`config.mk`:
```
export PLATFORM = sky130hd
export DESIGN_NAME = annexb_nal_unit_parser_top
export DESIGN_NICKNAME = d
export VERILOG_FILES = /design/src/rtl/anp_pkg.sv /design/src/rtl/anp_fifo.sv /design/src/rtl/anp_front.sv /design/src/rtl/anp_back.sv /design/src/rtl/annexb_nal_unit_parser_top.sv
export SDC_FILE = /design/constraint.sdc
export NUM_CORES = 1
export LEC_CHECK = 0
export BUFFER_PORTS_ARGS = -buffer_cell sky130_fd_sc_hd__buf_4
export CORE_AREA = 2 2 201 203
export DETAILED_ROUTE_END_ITERATION = 10
export DIE_AREA = 0 0 203 205
export GPL_TIMING_DRIVEN = 1
export PLACE_DENSITY = 0.86
export SLEW_MARGIN = 20
export SYNTH_ARGS = -nofsm -noshare
export SYNTH_HDL_FRONTEND = slang
export SYNTH_SLANG_ARGS = --single-unit
```
`constraint.sdc`:
```
create_clock -name clk -period 18.8 [get_ports clk]
set_input_delay 3.76 -clock clk [delete_from_list [all_inputs] [get_ports clk]]
set_output_delay 3.76 -clock clk [all_outputs]
set_load 0.01 [all_outputs]
```
`src/rtl/anp_pkg.sv`:
```
`timescale 1ns / 1ps

package anp_pkg;

	localparam int OFFSET_BITS_DEF = 32;

	// descriptor queue between byte scanner and result expander
	localparam int QUEUE_DEPTH = 4;
	localparam int QPTR_W      = $clog2(QUEUE_DEPTH);
	localparam int QCNT_W      = $clog2(QUEUE_DEPTH + 1);

	localparam logic [23:0] WIN_START = 24'h000001;
	localparam logic [23:0] WIN_ZERO  = 24'h000000;
	localparam logic [23:0] WIN_EPB   = 24'h000003;
	localparam logic [4:0]  TYPE_SVC_PREFIX = 5'd14;
	localparam logic [4:0]  TYPE_SVC_SLICE  = 5'd20;

	typedef enum logic [1:0] {
		KIND_HEADER  = 2'd0,
		KIND_PAYLOAD = 2'd1,
		KIND_END     = 2'd2
	} kind_t;

	// everything one stream byte causes: optional header record,
	// up to three payload bytes, optional end-of-unit marker
	typedef struct packed {
		logic [7:0]       hdr_byte;
		logic [23:0]      ext;
		logic [31:0]      offset;
		logic             has_hdr;
		logic [1:0]       pay_cnt;
		logic [2:0][7:0]  pay;
		logic             has_end;
	} desc_t;

	typedef struct packed {
		kind_t       kind;
		logic [31:0] nal_offset;
		logic [4:0]  nal_type;
		logic [1:0]  ref_idc;
		logic        forbidden_bit;
		logic [23:0] hdr_ext;
		logic [7:0]  payload_byte;
		logic        last;
	} res_t;

endpackage

```
`src/rtl/anp_fifo.sv`:
```
`timescale 1ns / 1ps

module anp_fifo (
	input  logic           clk,
	input  logic           arst_n,
	input  logic           wr_en,
	input  anp_pkg::desc_t wr_data,
	output logic           full,
	input  logic           rd_en,
	output anp_pkg::desc_t rd_data,
	output logic           empty
);
	import anp_pkg::*;

	desc_t              mem_q [QUEUE_DEPTH];
	logic [QPTR_W-1:0]  wr_ptr_q;
	logic [QPTR_W-1:0]  rd_ptr_q;
	logic [QCNT_W-1:0]  count_q;
	logic               do_wr;
	logic               do_rd;

	assign full    = (count_q == QCNT_W'(QUEUE_DEPTH));
	assign empty   = (count_q == '0);
	assign do_wr   = wr_en && !full;
	assign do_rd   = rd_en && !empty;
	assign rd_data = mem_q[rd_ptr_q];

	function automatic logic [QPTR_W-1:0] ptr_inc(input logic [QPTR_W-1:0] p);
		ptr_inc = (p == QPTR_W'(QUEUE_DEPTH - 1)) ? '0 : p + QPTR_W'(1);
	endfunction

	always_ff @(posedge clk) begin
		if (do_wr) begin
			mem_q[wr_ptr_q] <= wr_data;
		end
	end

	always_ff @(posedge clk or negedge arst_n) begin
		if (!arst_n) begin
			wr_ptr_q <= '0;
			rd_ptr_q <= '0;
			count_q  <= '0;
		end else begin
			if (do_wr) begin
				wr_ptr_q <= ptr_inc(wr_ptr_q);
			end
			if (do_rd) begin
				rd_ptr_q <= ptr_inc(rd_ptr_q);
			end
			if (do_wr && !do_rd) begin
				count_q <= count_q + QCNT_W'(1);
			end else if (do_rd && !do_wr) begin
				count_q <= count_q - QCNT_W'(1);
			end
		end
	end

endmodule

```
`src/rtl/anp_front.sv`:
```
`timescale 1ns / 1ps

module anp_front #(
	parameter int OFFSET_BITS = anp_pkg::OFFSET_BITS_DEF
) (
	input  logic           clk,
	input  logic           arst_n,
	input  logic           push,
	input  logic [7:0]     stream_byte,
	input  logic           stream_end,
	input  logic           q_full,
	output logic           q_push,
	output anp_pkg::desc_t q_data
);
	import anp_pkg::*;

	typedef enum logic [1:0] {
		PH_SEARCH,
		PH_HEADER,
		PH_EXT,
		PH_PAYLOAD
	} phase_t;

	phase_t                 phase_q, phase_d;
	logic [23:0]            win_q, win_d;
	logic [1:0]             held_q, held_d;
	logic [OFFSET_BITS-1:0] cnt_q, cnt_d;
	logic [7:0]             hdr_q, hdr_d;
	logic [23:0]            ext_q, ext_d;
	logic [1:0]             extc_q, extc_d;
	logic [31:0]            uoff_q, uoff_d;

	logic                   accept;
	logic [23:0]            win_sh;
	logic [OFFSET_BITS+31:0] pos_wide;
	logic [23:0]            ext_out;
	logic                   has_hdr;
	logic                   has_end;
	logic [1:0]             pay_cnt;
	logic [2:0][7:0]        pay;

	function automatic logic is_svc(input logic [4:0] t);
		is_svc = (t == TYPE_SVC_PREFIX) || (t == TYPE_SVC_SLICE);
	endfunction

	assign accept   = push && !q_full;
	assign win_sh   = {win_q[15:0], stream_byte};
	assign pos_wide = {32'b0, cnt_q};

	always_comb begin
		phase_d = phase_q;
		win_d   = win_q;
		held_d  = held_q;
		cnt_d   = cnt_q;
		hdr_d   = hdr_q;
		ext_d   = ext_q;
		extc_d  = extc_q;
		uoff_d  = uoff_q;
		has_hdr = 1'b0;
		has_end = 1'b0;
		pay_cnt = 2'd0;
		pay     = '0;
		ext_out = '0;
		q_data  = '0;

		if (accept) begin
			cnt_d = cnt_q + {{(OFFSET_BITS-1){1'b0}}, 1'b1};
			case (phase_q)
				PH_SEARCH: begin
					win_d  = win_sh;
					held_d = (held_q == 2'd3) ? 2'd3 : held_q + 2'd1;
					if (held_d == 2'd3 && win_sh == WIN_START) begin
						phase_d = PH_HEADER;
						win_d   = '0;
						held_d  = 2'd0;
					end
				end
				PH_HEADER: begin
					hdr_d  = stream_byte;
					uoff_d = pos_wide[31:0];
					ext_d  = '0;
					extc_d = 2'd0;
					win_d  = '0;
					held_d = 2'd0;
					if (is_svc(stream_byte[4:0])) begin
						phase_d = PH_EXT;
					end else begin
						has_hdr = (stream_byte[4:0] != 5'd0);
						phase_d = PH_PAYLOAD;
					end
				end
				PH_EXT: begin
					ext_d  = {ext_q[15:0], stream_byte};
					extc_d = extc_q + 2'd1;
					if (extc_d == 2'd3) begin
						has_hdr = 1'b1;
						phase_d = PH_PAYLOAD;
					end
				end
				default: begin
					win_d  = win_sh;
					held_d = held_q + 2'd1;
					if (held_d == 2'd3) begin
						if (win_sh == WIN_ZERO || win_sh == WIN_START) begin
							// unit closes before a zero run or a new start code
							has_end = 1'b1;
							win_d   = '0;
							if (win_sh == WIN_START) begin
								phase_d = PH_HEADER;
								held_d  = 2'd0;
							end else begin
								phase_d = PH_SEARCH;
								held_d  = 2'd3;
							end
						end else if (win_sh == WIN_EPB) begin
							// drop the emulation-prevention byte
							pay_cnt = 2'd2;
							win_d   = '0;
							held_d  = 2'd0;
						end else begin
							pay_cnt = 2'd1;
							pay[0]  = win_sh[23:16];
							win_d   = {8'b0, win_sh[15:0]};
							held_d  = 2'd2;
						end
					end
				end
			endcase
		end

		ext_out = ext_d;
		if (accept && stream_end) begin
			if (phase_d == PH_EXT) begin
				// missing extension bytes read as zero in the low positions
				case (extc_d)
					2'd1:    ext_out = {ext_d[7:0], 16'b0};
					2'd2:    ext_out = {ext_d[15:0], 8'b0};
					default: ext_out = ext_d;
				endcase
				has_hdr = 1'b1;
				has_end = 1'b1;
			end else if (phase_d == PH_PAYLOAD) begin
				// flush held bytes, oldest first
				case (held_d)
					2'd1: begin
						pay[0]  = win_d[7:0];
						pay_cnt = 2'd1;
					end
					2'd2: begin
						if (pay_cnt == 2'd1) begin
							pay[1]  = win_d[15:8];
							pay[2]  = win_d[7:0];
							pay_cnt = 2'd3;
						end else begin
							pay[0]  = win_d[15:8];
							pay[1]  = win_d[7:0];
							pay_cnt = 2'd2;
						end
					end
					default: begin
					end
				endcase
				has_end = 1'b1;
			end
		end

		q_data.hdr_byte = hdr_d;
		q_data.ext      = is_svc(hdr_d[4:0]) ? ext_out : 24'b0;
		q_data.offset   = uoff_d;
		q_data.has_hdr  = has_hdr;
		q_data.pay_cnt  = pay_cnt;
		q_data.pay      = pay;
		q_data.has_end  = has_end;

		// stream end returns everything to the power-on state
		if (accept && stream_end) begin
			phase_d = PH_SEARCH;
			win_d   = '0;
			held_d  = 2'd0;
			cnt_d   = '0;
			hdr_d   = '0;
			ext_d   = '0;
			extc_d  = 2'd0;
			uoff_d  = '0;
		end
	end

	assign q_push = accept && (has_hdr || has_end || pay_cnt != 2'd0);

	always_ff @(posedge clk or negedge arst_n) begin
		if (!arst_n) begin
			phase_q <= PH_SEARCH;
			win_q   <= '0;
			held_q  <= 2'd0;
			cnt_q   <= '0;
			hdr_q   <= '0;
			ext_q   <= '0;
			extc_q  <= 2'd0;
			uoff_q  <= '0;
		end else begin
			phase_q <= phase_d;
			win_q   <= win_d;
			held_q  <= held_d;
			cnt_q   <= cnt_d;
			hdr_q   <= hdr_d;
			ext_q   <= ext_d;
			extc_q  <= extc_d;
			uoff_q  <= uoff_d;
		end
	end

endmodule

```
`src/rtl/anp_back.sv`:
```
`timescale 1ns / 1ps

module anp_back (
	input  logic           clk,
	input  logic           arst_n,
	input  anp_pkg::desc_t q_data,
	input  logic           q_empty,
	output logic           q_pop,
	input  logic           pop,
	output logic           empty,
	output anp_pkg::res_t  res
);
	import anp_pkg::*;

	logic [1:0] idx_q;
	logic       valid_q;
	res_t       res_q;
	logic       load;
	logic [2:0] total;
	logic       is_last;
	kind_t      kind_c;
	logic [7:0] byte_c;
	logic [7:0] pay_at;

	assign total   = {2'b0, q_data.has_hdr} + {1'b0, q_data.pay_cnt}
	               + {2'b0, q_data.has_end};
	assign is_last = ({1'b0, idx_q} == total - 3'd1);
	assign load    = !q_empty && (!valid_q || pop);
	assign q_pop   = load && is_last;
	assign empty   = !valid_q;
	assign res     = res_q;

	always_comb begin
		case (idx_q)
			2'd0:    pay_at = q_data.pay[0];
			2'd1:    pay_at = q_data.pay[1];
			default: pay_at = q_data.pay[2];
		endcase
		byte_c = 8'd0;
		if (q_data.has_hdr) begin
			kind_c = (idx_q == 2'd0) ? KIND_HEADER : KIND_END;
		end else if (idx_q < q_data.pay_cnt) begin
			kind_c = KIND_PAYLOAD;
			byte_c = pay_at;
		end else begin
			kind_c = KIND_END;
		end
	end

	always_ff @(posedge clk) begin
		if (load) begin
			res_q.kind          <= kind_c;
			res_q.nal_offset    <= q_data.offset;
			res_q.nal_type      <= q_data.hdr_byte[4:0];
			res_q.ref_idc       <= q_data.hdr_byte[6:5];
			res_q.forbidden_bit <= q_data.hdr_byte[7];
			res_q.hdr_ext       <= q_data.ext;
			res_q.payload_byte  <= byte_c;
			res_q.last          <= is_last;
		end
	end

	always_ff @(posedge clk or negedge arst_n) begin
		if (!arst_n) begin
			valid_q <= 1'b0;
			idx_q   <= 2'd0;
		end else begin
			if (load) begin
				valid_q <= 1'b1;
				idx_q   <= is_last ? 2'd0 : idx_q + 2'd1;
			end else if (pop) begin
				valid_q <= 1'b0;
			end
		end
	end

endmodule

```
`src/rtl/annexb_nal_unit_parser_top.sv`:
```
`timescale 1ns / 1ps

// channel   direction  handshake           beat carries
// input     in         push / full         stream_byte, stream_end
// results   out        empty / pop         kind, nal_offset, nal_type, ref_idc,
//                                          forbidden_bit, hdr_ext,
//                                          payload_byte, last
//
// one stream byte is taken per cycle while the descriptor queue has room
// results leave one per cycle from the output register while pop is held, up to four per byte,
// so a long run of multi-result bytes is paced by the result side
// first result of a byte passes through the descriptor queue, then the output register
// reset is asynchronous, active low, and needs no clearing pass
// a stalled result side fills the four-entry queue, then full rises

module annexb_nal_unit_parser_top #(
	parameter int OFFSET_BITS = anp_pkg::OFFSET_BITS_DEF
) (
	input  logic        clk,
	input  logic        arst_n,
	input  logic        push,
	output logic        full,
	input  logic [7:0]  stream_byte,
	input  logic        stream_end,
	output logic        empty,
	input  logic        pop,
	output logic [1:0]  kind,
	output logic [31:0] nal_offset,
	output logic [4:0]  nal_type,
	output logic [1:0]  ref_idc,
	output logic        forbidden_bit,
	output logic [23:0] hdr_ext,
	output logic [7:0]  payload_byte,
	output logic        last
);
	import anp_pkg::*;

	// front to queue
	logic  q_push;
	desc_t q_wdata;
	logic  q_full;
	// queue to back
	desc_t q_rdata;
	logic  q_empty;
	logic  q_pop;
	res_t  res;

	// byte scanner: start codes, header capture, emulation-prevention removal
	anp_front #(
		.OFFSET_BITS (OFFSET_BITS)
	) u_front (
		.clk         (clk),
		.arst_n      (arst_n),
		.push        (push),
		.stream_byte (stream_byte),
		.stream_end  (stream_end),
		.q_full      (q_full),
		.q_push      (q_push),
		.q_data      (q_wdata)
	);

	// one descriptor per byte that causes any result
	anp_fifo u_fifo (
		.clk     (clk),
		.arst_n  (arst_n),
		.wr_en   (q_push),
		.wr_data (q_wdata),
		.full    (q_full),
		.rd_en   (q_pop),
		.rd_data (q_rdata),
		.empty   (q_empty)
	);

	// expands a descriptor into its result beats
	anp_back u_back (
		.clk     (clk),
		.arst_n  (arst_n),
		.q_data  (q_rdata),
		.q_empty (q_empty),
		.q_pop   (q_pop),
		.pop     (pop),
		.empty   (empty),
		.res     (res)
	);

	assign full          = q_full;
	assign kind          = res.kind;
	assign nal_offset    = res.nal_offset;
	assign nal_type      = res.nal_type;
	assign ref_idc       = res.ref_idc;
	assign forbidden_bit = res.forbidden_bit;
	assign hdr_ext       = res.hdr_ext;
	assign payload_byte  = res.payload_byte;
	assign last          = res.last;

endmodule

```
==> results by stage, run 1 <==
Clocking:
- In this run the deepest clock path goes through 3 buffers.
- The number of hold-repair buffers added at the cts stage is 0.
- The clock net sink count is 571.
- The later-pin clock latency in the skew report is around 620 ps.
- The TritonCTS clock tree is done.
- The number of buffers added by the clock tree synthesis step is 54.
- The number of H-tree branching levels is 2.
- Once the clock tree was built, the setup fixing pass inserted 0 buffers.
- The cell at the root of the clock tree is clkbuf_16.
- After clock tree synthesis, the clock-pin slew on the worst setup and hold paths is 60 ps.
- The post-cts resize count is 0.

Floorplanning:
- The die is approximately 200 µm wide.
- The floorplan step defined a die boundary enclosing 41600 µm².
- For this configuration, the core starts out at a cell density of about three fifths.
- The top-level port count is 90.
- The initialized floorplan defines 73 standard-cell rows.
- The core region is ~39000 µm².
- The die height is about 210 µm.

Synth:
- The number of nets in the synthesized netlist is between 1000 and 1500.
- The number of distinct library cells after synthesis is 69.
- The synthesized netlist devotes around 4.4% of its cell area to compound gates.
- The dominant combinational cell family by area after synthesis is multiplexers.
- The adder-cell area share of the yosys netlist is under 10%.
- In the synthesized netlist the async set-or-reset flop fraction comes to between 20% and 30%.
- In the synthesized netlist, the number of instances is around 1400.
- The portion of the post-synthesis area used by sequential elements is a little over two thirds.
- In this run, synthesis inferred 443 flip-flops with an integrated enable.
- The multiplexer area fraction after synthesis is about an eighth.
- During synthesis, Yosys emitted a total of 0 warnings.
- The most instantiated flip-flop cell in the synthesis netlist is edfxtp_1.
- The cell area that synthesis handed to floorplanning was ~24000 µm².
- The mean instance size in the synthesized netlist is approximately 16 µm².
- The number of flip-flops and latches in the synthesized netlist is 571.
- The synthesized-area fraction occupied by and/or/nand/nor cells is under 10%.
- Of the total synthesized cell area, the portion taken by XOR and XNOR cells is less than 1%.

Critical path:
- The endpoint identified for the worst register-to-register timing path is u_fifo.mem_q[3][3]$_DFFE_PP_.
- The worst setup path is launched from a primary input.
- The slack of the worst reg-to-reg path is ~14000 ps.
- The data arrival at the endpoint of the critical path is about 7700 ps.
- The maximum fanout along the worst path is 12.
- The depth of the worst register-to-register path is 9.
- The launch point of the worst path is stream_byte[6].
- The path type of the worst setup path is primary input to flip-flop.
- Data on the critical path is required at its endpoint by around 19000 ps.
- In this run the critical register-to-register path is launched from u_front.phase_q[0]$_DFF_PN0_.
- STA classifies the critical path endpoint as a flip-flop.

Worst hold path:
- The startpoint of the lowest-slack hold path is u_fifo.count_q[2]$_DFFE_PN0P_.
- Along the worst hold path, the cell count comes to 1.
- The worst-case hold path end point is u_fifo.count_q[2]$_DFFE_PN0P_.
- The worst hold path belongs to the class flip-flop to flip-flop.

Routing:
- After detailed routing, the number of vias per cell comes to 6.26.
- After detailed routing, the average wire length per cell comes to around 24 µm.
- In the routed design, unresolved DRC markers number 0.
- The number of iterations in the first detailed-routing pass is 7.
- The remaining number of nets flagged by the antenna check after routing is 0.
- The detailed-route wire length is approximately 50 mm.
- The routed layout has between 10000 and 15000 vias.
- The detailed router finished its first iteration with 1243 violations.

Power:
- The static leakage is approximately 9.6 nW.
- VDD sags by at most 0.103 mV.
- In this run the power density over the cells is 150 nW/µm².

Global routing:
- The aggregate global-route resource usage is 24.7%.
- The first-pass GRT wire length is ~78 mm.
- The initial antenna violation count was 0.
- The maximum number of pins on one net before global-route repair is 95.
- Global routing finished with a remaining overflow of 0.
- The number of global-route vias before repair came to between 10000 and 15000.

STA:
- The clock period minus worst slack is 7330 ps.
- The tightest hold path in the finished design has a slack of roughly 500 ps.
- Clock skew on the completed layout was measured at between 30 and 40 ps.
- The final sum of negative setup slack is 0 ps.
- The final count of pins violating max slew is 0.
- Static timing analysis puts the maximum clock frequency at approximately 0.14 GHz.
- The number of hold violations in the final report is 0.
- The pin slew with the least headroom to its limit is ~1100 ps.
- Measured against its own limit, the worst slew margin works out to 23.2%.
- Dividing the final minimum period by the clock period gives between 30 and 40%.
- Setup violations remaining at the end of the flow were counted as 0.
- Setup repair after global routing left no endpoint under its margin.

Cells and area:
- The filler cell count is 2469.
- Summing all multi-input logic gate instances after layout gives ~6500 µm².
- The post-route netlist has 22.4% of its cells at a drive strength greater than 1.
- At the end of the flow, the number of nets in the layout was around 1600.
- The number of standard cells in the final layout excluding fillers is about 2100.
- Once layout is complete, the utilization of the core stands at about two thirds.
- The sequential cell area in the final layout is between 15000 and 20000 µm².
- Relative to the synthesized area, the layout overhead comes to 13.0%.
- The number of antenna diodes in the final layout is 0.

Outcome:
- The run finished with clean final reports.

Place:
- Summed over all nets, the half-perimeter wirelength after detailed placement is 30.2 mm.
- At the end of routability-driven placement, the weighted congestion stood at about 0.91.
- The count of input and output buffers is between 80 and 90.
- The total instance count after detailed placement is approximately 2000.

Flow run:
- The count of maximum capacitance violations is 0.
-- registers in the layout, summed over array words and instances (netlist names), 3 cells and up --
name	cells
u_fifo.count_q	3
u_front.ext_q	24
u_front.uoff_q	32
u_front.cnt_q	32
u_front.hdr_q	8
u_front.win_q	16
u_back.res	75
u_fifo.mem_q	368
-- final cells by class --
cell class                 count  share of cell area [%]
clock inverter                41                    1.63
sequential                   571                    62.1
timing repair buffer         110                    3.31
tap                          525                    2.47
multi-input combinational    737                    24.5
inverter                      55                   0.786
clock buffer                  59                    5.15
-- worst max-delay path, cell delays in order --
cell,delay [ps]
buf_4,140
nor4_1,270
nand4_1,500
nor3_2,440
a311oi_1,140
a211oi_1,380
ha_1,310
or4b_1,780
o31a_1,500
a221o_1,450
-- routing by layer --
metal	share of wire (%)	global-route usage, %	wire length, µm	vias to the layer above
met1	40	32.3	20100	6735
met5	0	0	0	-
met2	50	41.3	25200	572
met3	6.6	4.20	3330	131
li1	-	-	-	5696
met4	3.8	10.9	1930	0
-- synth_stat cells, types with 5 or more instances --
cell,instances,share of area (%)
ha_1,25,1.3
nor3_1,22,0.47
buf_2,17,0.36
and3_1,10,0.27
a21oi_1,28,0.60
nand2b_1,6,0.16
inv_1,54,0.86
xor2_1,16,0.60
nand3_1,48,1.0
buf_1,8,0.13
and2_1,10,0.27
a221o_1,7,0.30
a22o_1,8,0.30
o2bb2ai_1,8,0.30
clkbuf_1,47,0.75
or3_1,7,0.19
nand2_1,60,0.96
edfxtp_1,443,57
mux4_2,92,8.8
nand4b_1,9,0.34
nand4_1,10,0.27
mux2i_1,36,1.5
nor4_1,20,0.53
a22oi_1,21,0.67
dfrtp_1,128,14
nor2_1,92,1.5
mux2_2,43,2.1
o21ai_0,27,0.57
buf_6,5,0.24
a21o_1,6,0.19
xnor2_1,9,0.34
a211oi_1,11,0.35
nor2b_1,58,1.5
-- power breakdown --
part	internal (W)	switching [W]	total [W]	leakage, nW
Clock	0.000628	0.000478	0.00111	0.887
Sequential	0.00166	0.000118	0.00178	5.85
Combinational	0.000456	0.000655	0.00111	2.85
Total	0.00275	0.00125	0.00400	9.59
-- through the flow --
stage	setup WS, ps	instance area, µm²	total power [W]
2_1_floorplan	9230	23500	0.00251
6_report	11470	26600	0.00400
3_3_place_gp	11000	24700	0.00286
4_1_cts	11580	26500	0.00402
3_5_place_dp	10980	24700	0.00290
5_1_grt	11210	26600	0.00416
-- placed cells by master, fill, tap and decap left out, types with 48 or more instances in the layout --
master     instances
edfxtp_1         443
dfrtp_1          126
buf_4            105
mux4_2            92
nor2_1            90
nand2_1           60
inv_1             54
nor2b_1           54
clkbuf_16         54
nand3_1           48
-- logic make-up after synthesis --
group | count (synthesis)
flip-flops | 571
AND/OR/NAND/NOR | 369
multiplexers | 171
AO/OA/AOI/OAI | 145
buffers and inverters | 132
adder cells (fa/ha/maj) | 27
XOR/XNOR | 25
-- worst max path at each step --
stage,endpoint,cells past startpoint
floorplan,u_fifo.mem_q[0][0]$_DFFE_PP_,7
global placement,u_fifo.mem_q[0][3]$_DFFE_PP_,10
detailed placement,u_fifo.mem_q[3][4]$_DFFE_PP_,10
CTS,u_fifo.mem_q[1][4]$_DFFE_PP_,10
global route,u_fifo.mem_q[2][7]$_DFFE_PP_,10
finish,u_fifo.mem_q[3][3]$_DFFE_PP_,10
Power figures use the tool's default switching activity.
==> run 2, diff against run 1 <==
- clock period: 18.8 -> 7 ns (I/O delays scaled with it)
==> results by stage, run 2 (same netlist as run 1, synthesis figures left out) <==
STA:
- The final-report setup violation count is 0.
- Derived from the worst setup path, the maximum achievable clock frequency is approximately 0.2 GHz.
- Setup repair after global routing left no endpoint under its margin.
- The final count of pins violating max slew was 0.
- Adding up every negative setup slack in the final design gives 0 ps.
- The worst path in the final design needs a cycle of 4970 ps, including I/O delays and setup.
- For the pin with the worst max-slew slack, the measured transition is around 1100 ps.
- Measured against its own limit, the worst slew margin works out to 29.6%.
- Across the routed clock network, the largest skew measured is approximately 43 ps.
- The number of hold violations in the final report is 0.
- Setup slack on the critical path of the routed design comes to a little over 2000 ps.
- In the finished design, the share of the clock period the worst path needs comes to between 70% and 80%.

Cells and area:
- The register bank with the most flops is u_fifo.mem_q.
- The most common library cell in the layout ignoring fill and taps is edfxtp_1.
- Summing all flip-flop and latch instances after layout gives roughly 17000 µm².
- The fraction of final layout cells sized beyond drive strength 1 is about 22%.
- Summing all multi-input logic gate instances after layout gives 6520 µm².
- The filler cells instantiated in the layout total 2450.
- The library cells used most frequently in the layout, excluding fill and tap cells, are edfxtp_1 (443), dfrtp_1 (126), buf_4 (109).
- Compared with the post-synthesis result, the final layout area differs by 12.9%.
- In the final design database the tool counted roughly 1600 nets.
- The flip-flop count of the largest register after layout is around 370.
- The final standard cell utilization of the core is approximately 67%.

Routing:
- The remaining number of nets flagged by the antenna check after routing is 0.
- The DRC violation total after the first TritonRoute iteration is about 1200.
- The routed via count is 13000.
- The routed via count divided by cell count is 6.21.
- For this block, the routed nets add up to just under 50 mm of wire.
- The number of iterations in the first detailed-routing pass is 5.
- The average wire per cell in the routed design is approximately 23 µm.
- The count of unresolved DRC violations after routing is 0.

Critical path:
- Of all nets on the critical path, the largest fanout is 29.
- The type of element capturing the critical path is a flip-flop.
- STA puts the critical path data arrival time at roughly 5300 ps.
- STA classifies the critical path startpoint as a flip-flop.
- The critical path is of the flip-flop to flip-flop type.
- At the worst endpoint, the required time is about 7300 ps.

Place:
- The wire-length estimate of the detail-placed layout is 29.6 mm.
- The worst slack at placement is around 1500 ps.
- The count of input and output buffers is between 80 and 90.
- The congestion estimate from routability-driven global placement came to a little under 0.9.

Clocking:
- The largest buffer count on any clock path is 3.
- The number of buffers added by the clock tree synthesis step is 54.
- The clock net sink count is approximately 570.
- The buffers inserted during post-CTS setup optimization is 0.
- The cell at the root of the clock tree is clkbuf_16.
- The post-cts resize count is 0.
- The later-pin clock latency in the skew report is 620 ps.
- For this design, the CTS-stage hold fixing added 0 buffers.
- TritonCTS built the clock tree.
- The clock transition at the register clock pins on the worst setup and hold paths after CTS is 60 ps.
- The number of H-tree branching levels is 2.

Flow run:
- Max-cap violations in this run came to 0.

Power:
- The worst voltage drop across the vdd grid is between 0.2 and 0.3 mV.
- The total power density per cell area is ~400 nW/µm².
- For this design the static power due to leakage is between 9 and 10 nW.

Floorplanning:
- The die covers 41600 µm².
- The core region is ~39000 µm².
- The die width is ~200 µm.
- The die height is 205 µm.
- During I/O placement, the number of pins put on the boundary was 90.
- The total number of placement rows is between 70 and 80.
- The effective utilization at floorplan is 59.7%.

Global routing:
- The initial antenna violation count is 2.
- In the global route stage, met2 resource usage came out at between 40 and 50%.
- The number of global-route vias before repair is 13100.
- The first-pass GRT wire length is 75.7 mm.
- met2 is the most crowded layer.
- Global routing used 24.2% of the available tracks across all layers.
- The fraction of met3 tracks used by global routing is 3.88%.
- Entering global routing, the biggest net connects between 60 and 70 pins.
- The global-route congestion overflow total is 0.
- The met1 layer usage reported by global route is ~33%.

Worst hold path:
- The path class of the tightest hold or removal check is flip-flop to flip-flop.

Outcome:
- The flow ran to the end, and the final reports show no timing, DRC or antenna violations.
-- run 2: final cells by class --
type,count,area share (%)
timing repair buffer,110,3.13
sequential,571,62.2
clock inverter,20,1.02
tap,525,2.48
inverter,55,0.787
multi-input combinational,737,24.5
clock buffer,81,5.81
antenna,1,0.00943
-- run 2: metrics by stage --
step / std cells / instance area [µm²] / total power, W / hold slack [ps]
2_1_floorplan: 1440 / 23500 / 0.00674 / 455
3_3_place_gp: 1998 / 24700 / 0.00765 / 471
3_5_place_dp: 1998 / 24700 / 0.00774 / 478
4_1_cts: 2099 / 26500 / 0.0107 / 489
5_1_grt: 2100 / 26500 / 0.0111 / 498
6_report: 2100 / 26500 / 0.0106 / 485
-- run 2: final timing paths --
check / startpoint / endpoint / slack (ps) / cells past startpoint
worst max-delay path: u_front.phase_q[0]$_DFF_PN0_ / u_fifo.mem_q[1][4]$_DFFE_PP_ / 2030 / 9
worst min-delay path: u_fifo.count_q[2]$_DFFE_PN0P_ / u_fifo.count_q[2]$_DFFE_PN0P_ / 480 / 1
worst max register to register: u_front.phase_q[0]$_DFF_PN0_ / u_fifo.mem_q[1][4]$_DFFE_PP_ / 2030 / 9
worst min register to register: u_fifo.count_q[2]$_DFFE_PN0P_ / u_fifo.count_q[2]$_DFFE_PN0P_ / 480 / 1
max in group asynchronous: arst_n / u_front.phase_q[0]$_DFF_PN0_ / 4710 / 2
min in group asynchronous: arst_n / u_front.uoff_q[20]$_DFF_PN0_ / 880 / 1
-- run 2: layer usage --
layer  up-vias  part of all wire (%)
li1       5708                     -
met3        84                   6.0
met1      6739                    40
met2       514                    51
met5         -                 0.026
met4         2                   2.5
-- run 2: report_power, final --
| group | internal, W | switching [W] |
|---|---|---|
| Clock | 0.00172 | 0.00123 |
| Sequential | 0.00446 | 0.000386 |
| Combinational | 0.00121 | 0.00163 |
-- run 2: worst max-delay path: stages, from the launching register on --
cell      delay, ps
dfrtp_1         480
inv_1           130
ha_1            580
nand2b_1        280
nand3_1         650
a211oi_1        640
ha_1            300
or4b_1          740
o31a_1          450
a221o_1         450
